[src/rtl/ilsm_pkg.sv]
// shared types and fixed field widths for the line scan maxima block
package ilsm_pkg;

   localparam int unsigned PIXEL_FIELD_BITS = 8;
   localparam int unsigned RESULT_FIELD_BITS = 11;

   // position flags and forwarding hits carried from the address stage to the update stage
   typedef struct packed {
      logic row_last;
      logic col_first;
      logic col_last;
      logic anti_first;
      logic anti_last;
      logic diag_first;
      logic diag_last;
      logic image_last;
      logic fwd_col;
      logic fwd_anti;
      logic fwd_diag;
   } ilsm_flags_type;

endpackage

[src/rtl/image_line_scan_maxima_top.sv]
// after the last pixel transfer, the update stage loads the result into the output register
// throughput: one pixel per cycle; the last pixel of an image waits only while the
//   previous result still sits unread in the output register
// line sums live in three synchronous memories (column, anti-diagonal, diagonal) that are
//   read in the address stage and written back in the update stage, one access each per cycle
// reset is synchronous and active high; it clears positions, row total, maxima and valids,
//   memory contents need no clearing since the first pixel of every line ignores the old sum
module image_line_scan_maxima_top #(
   parameter int unsigned SIDE = 8,
   parameter int unsigned PIXEL_BITS = 8
) (
   input  logic                                   clock,
   input  logic                                   reset,
   input  logic                                   req_valid,
   output logic                                   req_stall,
   input  logic [ilsm_pkg::PIXEL_FIELD_BITS-1:0]  req_pixel,
   output logic                                   rsp_valid,
   input  logic                                   rsp_stall,
   output logic [ilsm_pkg::RESULT_FIELD_BITS-1:0] rsp_max_row_sum,
   output logic [ilsm_pkg::RESULT_FIELD_BITS-1:0] rsp_max_column_sum,
   output logic [ilsm_pkg::RESULT_FIELD_BITS-1:0] rsp_max_antidiagonal_sum,
   output logic [ilsm_pkg::RESULT_FIELD_BITS-1:0] rsp_max_diagonal_sum
);
   import ilsm_pkg::*;

   // widths that follow from the image side and pixel depth
   localparam int unsigned LINES     = 2 * SIDE - 1;
   localparam int unsigned POS_BITS  = $clog2(SIDE);
   localparam int unsigned LINE_BITS = $clog2(LINES);
   localparam int unsigned SUM_BITS  = $clog2(SIDE * ((1 << PIXEL_BITS) - 1) + 1);
   localparam int unsigned PIX_WIDE  =
      (PIXEL_BITS > PIXEL_FIELD_BITS) ? PIXEL_BITS : PIXEL_FIELD_BITS;
   localparam int unsigned OUT_WIDE  =
      (SUM_BITS > RESULT_FIELD_BITS) ? SUM_BITS : RESULT_FIELD_BITS;
   localparam logic [POS_BITS-1:0]  POS_LAST  = POS_BITS'(SIDE - 1);
   localparam logic [LINE_BITS-1:0] DIAG_BIAS = LINE_BITS'(SIDE - 1);

   // line sum memories
   logic [SUM_BITS-1:0] col_mem  [SIDE];
   logic [SUM_BITS-1:0] anti_mem [LINES];
   logic [SUM_BITS-1:0] diag_mem [LINES];

   // address stage: raster position
   logic [POS_BITS-1:0] row_ff, row_in;
   logic [POS_BITS-1:0] col_ff, col_in;

   // update stage registers
   logic                 s1_valid_ff, s1_valid_in;
   ilsm_flags_type       s1_flags_ff, s1_flags_in;
   logic [SUM_BITS-1:0]  s1_pixel_ff, s1_pixel_in;
   logic [POS_BITS-1:0]  s1_col_addr_ff;
   logic [LINE_BITS-1:0] s1_anti_addr_ff, s1_diag_addr_ff;
   logic [SUM_BITS-1:0]  col_rd_ff, anti_rd_ff, diag_rd_ff;
   logic [SUM_BITS-1:0]  fwd_col_ff, fwd_anti_ff, fwd_diag_ff;

   // running row total and maxima
   logic [SUM_BITS-1:0] row_total_ff, row_total_in;
   logic [SUM_BITS-1:0] best_row_ff, best_row_in;
   logic [SUM_BITS-1:0] best_col_ff, best_col_in;
   logic [SUM_BITS-1:0] best_anti_ff, best_anti_in;
   logic [SUM_BITS-1:0] best_diag_ff, best_diag_in;

   // output register
   logic                 rsp_valid_ff, rsp_valid_in;
   logic [SUM_BITS-1:0]  out_row_ff, out_col_ff, out_anti_ff, out_diag_ff;

   // address stage combinational
   logic                 req_xfer;
   logic [PIX_WIDE-1:0]  pixel_wide;
   logic [LINE_BITS-1:0] anti_addr, diag_addr;
   logic                 at_row_first, at_row_last, at_col_first, at_col_last;

   // update stage combinational
   logic [SUM_BITS-1:0] col_old, anti_old, diag_old;
   logic [SUM_BITS-1:0] col_new, anti_new, diag_new, row_new;
   logic [SUM_BITS-1:0] row_cand, col_cand, anti_cand, diag_cand;
   logic                result_load;

   // result fields, widened before the low bits are taken
   logic [OUT_WIDE-1:0] out_row_wide, out_col_wide, out_anti_wide, out_diag_wide;

   // ---------------- address stage ----------------

   assign at_row_first = (row_ff == '0);
   assign at_row_last  = (row_ff == POS_LAST);
   assign at_col_first = (col_ff == '0);
   assign at_col_last  = (col_ff == POS_LAST);

   // the final pixel holds back while the previous image's result is unread
   assign req_stall = rsp_valid_ff && at_row_last && at_col_last;
   assign req_xfer  = req_valid && !req_stall;

   assign pixel_wide  = PIX_WIDE'(req_pixel);
   assign s1_pixel_in = SUM_BITS'(pixel_wide[PIXEL_BITS-1:0]);

   assign anti_addr = LINE_BITS'(row_ff) + LINE_BITS'(col_ff);
   assign diag_addr = LINE_BITS'(col_ff) + DIAG_BIAS - LINE_BITS'(row_ff);

   always_comb begin
      row_in = row_ff;
      col_in = col_ff;
      if (req_xfer) begin
         if (at_col_last) begin
            col_in = '0;
            row_in = at_row_last ? '0 : row_ff + 1'b1;
         end else begin
            col_in = col_ff + 1'b1;
         end
      end
   end

   // first and last pixel of each line family in raster order
   always_comb begin
      s1_flags_in.row_last   = at_col_last;
      s1_flags_in.col_first  = at_row_first;
      s1_flags_in.col_last   = at_row_last;
      s1_flags_in.anti_first = at_row_first || at_col_last;
      s1_flags_in.anti_last  = at_row_last || at_col_first;
      s1_flags_in.diag_first = at_row_first || at_col_first;
      s1_flags_in.diag_last  = at_row_last || at_col_last;
      s1_flags_in.image_last = at_row_last && at_col_last;
      // a write-back in flight to the entry being read
      s1_flags_in.fwd_col    = s1_valid_ff && (s1_col_addr_ff == col_ff);
      s1_flags_in.fwd_anti   = s1_valid_ff && (s1_anti_addr_ff == anti_addr);
      s1_flags_in.fwd_diag   = s1_valid_ff && (s1_diag_addr_ff == diag_addr);
   end

   assign s1_valid_in = req_xfer;

   // ---------------- update stage ----------------

   always_comb begin
      if (s1_flags_ff.col_first) begin
         col_old = '0;
      end else if (s1_flags_ff.fwd_col) begin
         col_old = fwd_col_ff;
      end else begin
         col_old = col_rd_ff;
      end
      if (s1_flags_ff.anti_first) begin
         anti_old = '0;
      end else if (s1_flags_ff.fwd_anti) begin
         anti_old = fwd_anti_ff;
      end else begin
         anti_old = anti_rd_ff;
      end
      if (s1_flags_ff.diag_first) begin
         diag_old = '0;
      end else if (s1_flags_ff.fwd_diag) begin
         diag_old = fwd_diag_ff;
      end else begin
         diag_old = diag_rd_ff;
      end
   end

   assign col_new  = col_old + s1_pixel_ff;
   assign anti_new = anti_old + s1_pixel_ff;
   assign diag_new = diag_old + s1_pixel_ff;
   assign row_new  = row_total_ff + s1_pixel_ff;

   // a line enters its maximum on its last pixel
   assign row_cand  = (s1_flags_ff.row_last && row_new > best_row_ff) ? row_new : best_row_ff;
   assign col_cand  = (s1_flags_ff.col_last && col_new > best_col_ff) ? col_new : best_col_ff;
   assign anti_cand = (s1_flags_ff.anti_last && anti_new > best_anti_ff) ?
                      anti_new : best_anti_ff;
   assign diag_cand = (s1_flags_ff.diag_last && diag_new > best_diag_ff) ?
                      diag_new : best_diag_ff;

   assign result_load = s1_valid_ff && s1_flags_ff.image_last;

   always_comb begin
      row_total_in = row_total_ff;
      best_row_in  = best_row_ff;
      best_col_in  = best_col_ff;
      best_anti_in = best_anti_ff;
      best_diag_in = best_diag_ff;
      if (s1_valid_ff) begin
         row_total_in = s1_flags_ff.row_last ? '0 : row_new;
         if (s1_flags_ff.image_last) begin
            // maxima restart for the next image
            best_row_in  = '0;
            best_col_in  = '0;
            best_anti_in = '0;
            best_diag_in = '0;
         end else begin
            best_row_in  = row_cand;
            best_col_in  = col_cand;
            best_anti_in = anti_cand;
            best_diag_in = diag_cand;
         end
      end
   end

   // output register: loads at the end of an image, empties on a transfer
   always_comb begin
      rsp_valid_in = rsp_valid_ff;
      if (result_load) begin
         rsp_valid_in = 1'b1;
      end else if (rsp_valid_ff && !rsp_stall) begin
         rsp_valid_in = 1'b0;
      end
   end

   // ---------------- registers ----------------

   always_ff @(posedge clock) begin
      if (reset) begin
         row_ff       <= '0;
         col_ff       <= '0;
         s1_valid_ff  <= 1'b0;
         row_total_ff <= '0;
         best_row_ff  <= '0;
         best_col_ff  <= '0;
         best_anti_ff <= '0;
         best_diag_ff <= '0;
         rsp_valid_ff <= 1'b0;
      end else begin
         row_ff       <= row_in;
         col_ff       <= col_in;
         s1_valid_ff  <= s1_valid_in;
         row_total_ff <= row_total_in;
         best_row_ff  <= best_row_in;
         best_col_ff  <= best_col_in;
         best_anti_ff <= best_anti_in;
         best_diag_ff <= best_diag_in;
         rsp_valid_ff <= rsp_valid_in;
      end
   end

   // update stage payload
   always_ff @(posedge clock) begin
      if (req_xfer) begin
         s1_flags_ff     <= s1_flags_in;
         s1_pixel_ff     <= s1_pixel_in;
         s1_col_addr_ff  <= col_ff;
         s1_anti_addr_ff <= anti_addr;
         s1_diag_addr_ff <= diag_addr;
         fwd_col_ff      <= col_new;
         fwd_anti_ff     <= anti_new;
         fwd_diag_ff     <= diag_new;
      end
   end

   // result payload
   always_ff @(posedge clock) begin
      if (result_load) begin
         out_row_ff  <= row_cand;
         out_col_ff  <= col_cand;
         out_anti_ff <= anti_cand;
         out_diag_ff <= diag_cand;
      end
   end

   // memories: read in the address stage, write back from the update stage
   always_ff @(posedge clock) begin
      if (req_xfer) begin
         col_rd_ff  <= col_mem[col_ff];
         anti_rd_ff <= anti_mem[anti_addr];
         diag_rd_ff <= diag_mem[diag_addr];
      end
      if (s1_valid_ff) begin
         col_mem[s1_col_addr_ff]   <= col_new;
         anti_mem[s1_anti_addr_ff] <= anti_new;
         diag_mem[s1_diag_addr_ff] <= diag_new;
      end
   end

   // ---------------- outputs ----------------

   assign out_row_wide  = OUT_WIDE'(out_row_ff);
   assign out_col_wide  = OUT_WIDE'(out_col_ff);
   assign out_anti_wide = OUT_WIDE'(out_anti_ff);
   assign out_diag_wide = OUT_WIDE'(out_diag_ff);

   assign rsp_valid                = rsp_valid_ff;
   assign rsp_max_row_sum          = out_row_wide[RESULT_FIELD_BITS-1:0];
   assign rsp_max_column_sum       = out_col_wide[RESULT_FIELD_BITS-1:0];
   assign rsp_max_antidiagonal_sum = out_anti_wide[RESULT_FIELD_BITS-1:0];
   assign rsp_max_diagonal_sum     = out_diag_wide[RESULT_FIELD_BITS-1:0];

`ifndef SYNTHESIS
   // a new result never lands on one that is still unread
   assert property (@(posedge clock) disable iff (reset)
      result_load |-> !rsp_valid_ff)
      else $error("result register overwritten");

   // maxima are clear right after an image ends
   assert property (@(posedge clock) disable iff (reset)
      result_load |=> (best_row_ff == '0 && best_col_ff == '0 &&
                       best_anti_ff == '0 && best_diag_ff == '0))
      else $error("maxima not cleared after image");

   // raster position stays inside the image
   assert property (@(posedge clock) disable iff (reset)
      (row_ff <= POS_LAST) && (col_ff <= POS_LAST))
      else $error("raster position out of range");

   // a result appears only after the last pixel of an image
   assert property (@(posedge clock) disable iff (reset)
      $rose(rsp_valid_ff) |-> $past(s1_valid_ff && s1_flags_ff.image_last))
      else $error("result without image end");
`endif

endmodule
[config.mk]
export PLATFORM = sky130hd
export DESIGN_NAME = image_line_scan_maxima_top
export DESIGN_NICKNAME = d
export VERILOG_FILES = /design/src/rtl/ilsm_pkg.sv /design/src/rtl/image_line_scan_maxima_top.sv
export SDC_FILE = /design/constraint.sdc
export NUM_CORES = 1
export LEC_CHECK = 0
export ABC_AREA = 1
export BUFFER_PORTS_ARGS = -buffer_cell sky130_fd_sc_hd__buf_2
export CORE_ASPECT_RATIO = 0.5
export CORE_UTILIZATION = 45
export CTS_CLUSTER_SIZE = 16
export DETAILED_ROUTE_END_ITERATION = 16
export GPL_ROUTABILITY_DRIVEN = 0
export GPL_TIMING_DRIVEN = 0
export PLACE_DENSITY = 0.64
export SYNTH_ARGS = -nofsm -noshare
export SYNTH_HDL_FRONTEND = slang
export SYNTH_SLANG_ARGS = --single-unit
[constraint.sdc]
create_clock -name clock -period 4.4 [get_ports clock]
set_input_delay 0.22 -clock clock [delete_from_list [all_inputs] [get_ports clock]]
set_output_delay 0.22 -clock clock [all_outputs]
set_load 0.02 [all_outputs]
==> impl_metrics.json <==
{
  "run_status": "finished, final reports clean",
  "worstPathMaxFanout": 18,
  "antenna_found_initial": 1,
  "clock.fmax_mhz": 238,
  "synth-edff-count": 558,
  "cts_buffers": 56,
  "arrival_ns": 4.53,
  "p_leak_nw": 11.7,
  "rrSetupSlack_ns": 0.20,
  "htreeDepth": 2,
  "synth_xor_area_share_pct": 0.785,
  "layout.cells.non_filler": 3553,
  "rsz0062_at_grt": "no",
  "slew-limit-headroom_pct": 19.0,
  "area_growth_pct": 13.3,
  "n_fill_cell": 5214,
  "synth_top_family_by_area": "simple AND/OR/NAND/NOR gates",
  "synth_warnings": 0,
  "synth_cell_type_count": 38,
  "syn_area_um2": 27600,
  "worstSetupEndpointType": "register",
  "vias": 19301,
  "design.core.area_um2": 59900,
  "layout.area.seq_um2": 18000,
  "postLayoutCellArea_um2": 31300,
  "r2r_cells": 18,
  "viasPerCell": 5.43,
  "wirelength_um": 70200,
  "syn-num-nets": 2648,
  "final_util_pct": 52.2,
  "clockBufferDepth": 3,
  "vdd_drop_max_mv": 0.295,
  "placed_area_um2": 29100,
  "rr_startpoint": "s1_flags_ff[0]$_DFFE_PP_",
  "clk_pin_slew_ns": 0.07,
  "die_w_um": 352,
  "clock_latency_ns": 0.63,
  "yosys.area_share.adder_pct": 4.43,
  "worst_slew_pin_slew_ns": 1.21,
  "start_util_pct": 46.1,
  "numPortBuffers": 56,
  "cp-endpoint": "rsp_max_diagonal_sum[7]$_DFFE_PP_",
  "grt_pass1_vias": 18228,
  "multi_input_area_um2": 8400,
  "rows": 63,
  "drt-wirelength-per-cell_um": 19.7,
  "layout-drive-gt1-share_pct": 9.23,
  "grtUsageTotal_pct": 22.2,
  "drt_pass1_iterations": 5,
  "hp-class": "input port to register",
  "crit_start": "s1_flags_ff[0]$_DFFE_PP_",
  "synthCells": 2542,
  "io_pins": 58,
  "clock-root-buffer": "clkbuf_16",
  "synthMuxAreaShare_pct": 0.399,
  "async_flop_share_pct": 0,
  "antenna_cells": 0,
  "drv_slew": 0,
  "nNetsFinal": 2802,
  "finClkSkew_ns": 0.0457,
  "die_area_um2": 62400,
  "crit_type": "register to register",
  "clock-sinks": 621,
  "fin_crit_sh_pct": 95.4,
  "power_density_nw_per_um2": 413,
  "die_y_um": 177,
  "ant_nets": 0,
  "grt_max_degree": 58,
  "cap_viol_max_count": 0,
  "setup_violations": 0,
  "drc": 0,
  "startpoint_type": "register",
  "dp_cells": 3420,
  "cts_tree": "yes",
  "ys_seq_elements": 621,
  "synth_compound_area_share_pct": 10.3,
  "dp_hpwl_um": 47200,
  "worst_ep_required_time_ns": 4.73,
  "synth-simple-area-share_pct": 14.1,
  "yosysSeqAreaShare_pct": 65.3,
  "final_hold_viol_count": 0,
  "initialDrtViolationCount": 1832,
  "grt-ovfl-total": 0,
  "reg2reg_to": "rsp_max_diagonal_sum[7]$_DFFE_PP_",
  "grt_pass1_wl_um": 106000,
  "syn_avg_cell_area_um2": 10.9,
  "synthFlopType": "edfxtp_1",
  "final.min_clock_period_ns": 4.20
}
-- flip-flops by register name, indices dropped and copies added, names as in the netlist, 8 cells and up --
register	cells
col_rd_ff	11
col_mem	88
fwd_col_ff	11
best_diag_ff	11
diag_mem	165
s1_flags_ff	11
rsp_max_row_sum	11
best_col_ff	11
rsp_max_diagonal_sum	11
s1_pixel_ff	8
anti_rd_ff	11
row_total_ff	11
anti_mem	165
best_anti_ff	11
fwd_diag_ff	11
rsp_max_antidiagonal_sum	11
best_row_ff	11
fwd_anti_ff	11
rsp_max_column_sum	11
diag_rd_ff	11
-- worst min path at each step --
stage                     cells past startpoint                  endpoint  slack [ns]         start
after floorplan                               0  s1_pixel_ff[0]$_DFFE_PP_        0.32  req_pixel[0]
after global placement                        1  s1_pixel_ff[5]$_DFFE_PP_        0.42  req_pixel[5]
after detailed placement                      1  s1_pixel_ff[5]$_DFFE_PP_        0.42  req_pixel[5]
after CTS                                     5    col_ff[0]$_SDFFE_PP0P_        0.07     req_valid
after global routing                          5    col_ff[0]$_SDFFE_PP0P_        0.12     req_valid
final                                         5    col_ff[0]$_SDFFE_PP0P_        0.09     req_valid
-- timing repair --
item | CTS | global route
endpoints found under the setup margin | 66 | 66
buffers inserted | 10 | 11
pin swaps | 0 | 1
hold buffers | 9 | 0
hold endpoints to repair | 9 | 0
gates resized for setup | 20 | 30
-- area by class of cell --
cell class                 instances  share of cell area (%)
buffer                           110                    1.54
multi-input combinational       1590                    26.9
timing repair buffer              96                    2.14
sequential                       621                    57.6
inverter                         221                    2.86
tap                              812                    3.25
clock buffer                      74                    4.83
clock inverter                    29                   0.904
-- critical path, cell delays in order, from the launching register on --
cell	delay, ns
edfxtp_1	0.46
clkbuf_4	0.22
o21ai_0	0.19
nor2_1	0.10
ha_1	0.39
nand2_1	0.10
nand3_1	0.13
xor2_1	0.31
inv_1	0.42
ha_1	0.42
nand2_1	0.10
nor2_1	0.04
and2_1	0.14
nand2_1	0.05
nand3_1	0.10
nand2_2	0.18
buf_2	0.28
nand2_1	0.10
and2_1	0.18
-- cell families after synthesis --
| logic type | count (synthesis) |
|---|---|
| adders and majority gates | 94 |
| AOI/OAI and AO/OA | 497 |
| DFF | 621 |
| muxes | 11 |
| xor gates and xnor gates | 23 |
| and+or+nand+nor | 965 |
| buffers and inverters | 331 |
-- power breakdown --
group | leakage [nW] | internal (W) | switching (W)
Clock | 0.869 | 0.00265 | 0.00219
Sequential | 5.65 | 0.00660 | 0.0000709
Combinational | 5.19 | 0.000410 | 0.00100
-- through the flow --
| step | total power [W] | setup TNS [ns] | hold WS, ns | setup WS [ns] |
|---|---|---|---|---|
| floorplan | 0.00765 | 0 | 0.319 | 0.567 |
| global placement | 0.00813 | -56.67 | 0.417 | -0.922 |
| detailed placement | 0.00816 | -14.70 | 0.416 | -0.473 |
| CTS | 0.0129 | 0 | 0.0748 | 0.0144 |
| global route | 0.0133 | 0 | 0.117 | 0.00463 |
| finish | 0.0129 | 0 | 0.0930 | 0.201 |
-- cell usage in the layout (no fill, tap or decap), drive strengths merged, types with 2 or more instances in the layout --
| cell | n |
|---|---|
| edfxtp | 558 |
| nand2 | 436 |
| nor2 | 375 |
| o21ai | 240 |
| inv | 204 |
| clkbuf | 146 |
| buf | 125 |
| a21oi | 110 |
| nand3 | 94 |
| ha | 88 |
| dfxtp | 63 |
| o22ai | 35 |
| and2 | 31 |
| o221ai | 23 |
| o211ai | 23 |
| clkinv | 23 |
| o32ai | 22 |
| o21a | 20 |
| xor2 | 20 |
| clkinvlp | 19 |
| nor3 | 14 |
| a31oi | 13 |
| mux2i | 11 |
| dlygate4sd3 | 9 |
| nand4 | 7 |
| a21o | 6 |
| nand3b | 6 |
| fa | 6 |
| bufinv | 4 |
| xnor2 | 3 |
| or2 | 2 |
-- cells in the mapped netlist (31+ instances only) --
| cell | n | share of area (%) |
|---|---|---|
| edfxtp_1 | 558 | 61 |
| ha_1 | 88 | 4.0 |
| inv_1 | 216 | 2.9 |
| o21ai_0 | 226 | 4.1 |
| nand3_1 | 94 | 1.7 |
| o22ai_1 | 35 | 0.79 |
| buf_2 | 32 | 0.58 |
| and2_1 | 31 | 0.70 |
| dfxtp_1 | 63 | 4.6 |
| clkbuf_1 | 72 | 0.98 |
| nor2_1 | 375 | 5.1 |
| nand2_1 | 436 | 5.9 |
| a21oi_1 | 110 | 2.0 |
-- layer usage --
| metal | track usage [%] | vias up | wire (µm) |
|---|---|---|---|
| met2 | 35.0 | 637 | 31600 |
| met4 | 6.25 | 0 | 1740 |
| met5 | 0 | - | 0 |
| met1 | 31.8 | 9394 | 31300 |
| met3 | 3.80 | 113 | 5490 |
| li1 | - | 9157 | - |
Power figures use the tool's default switching activity.
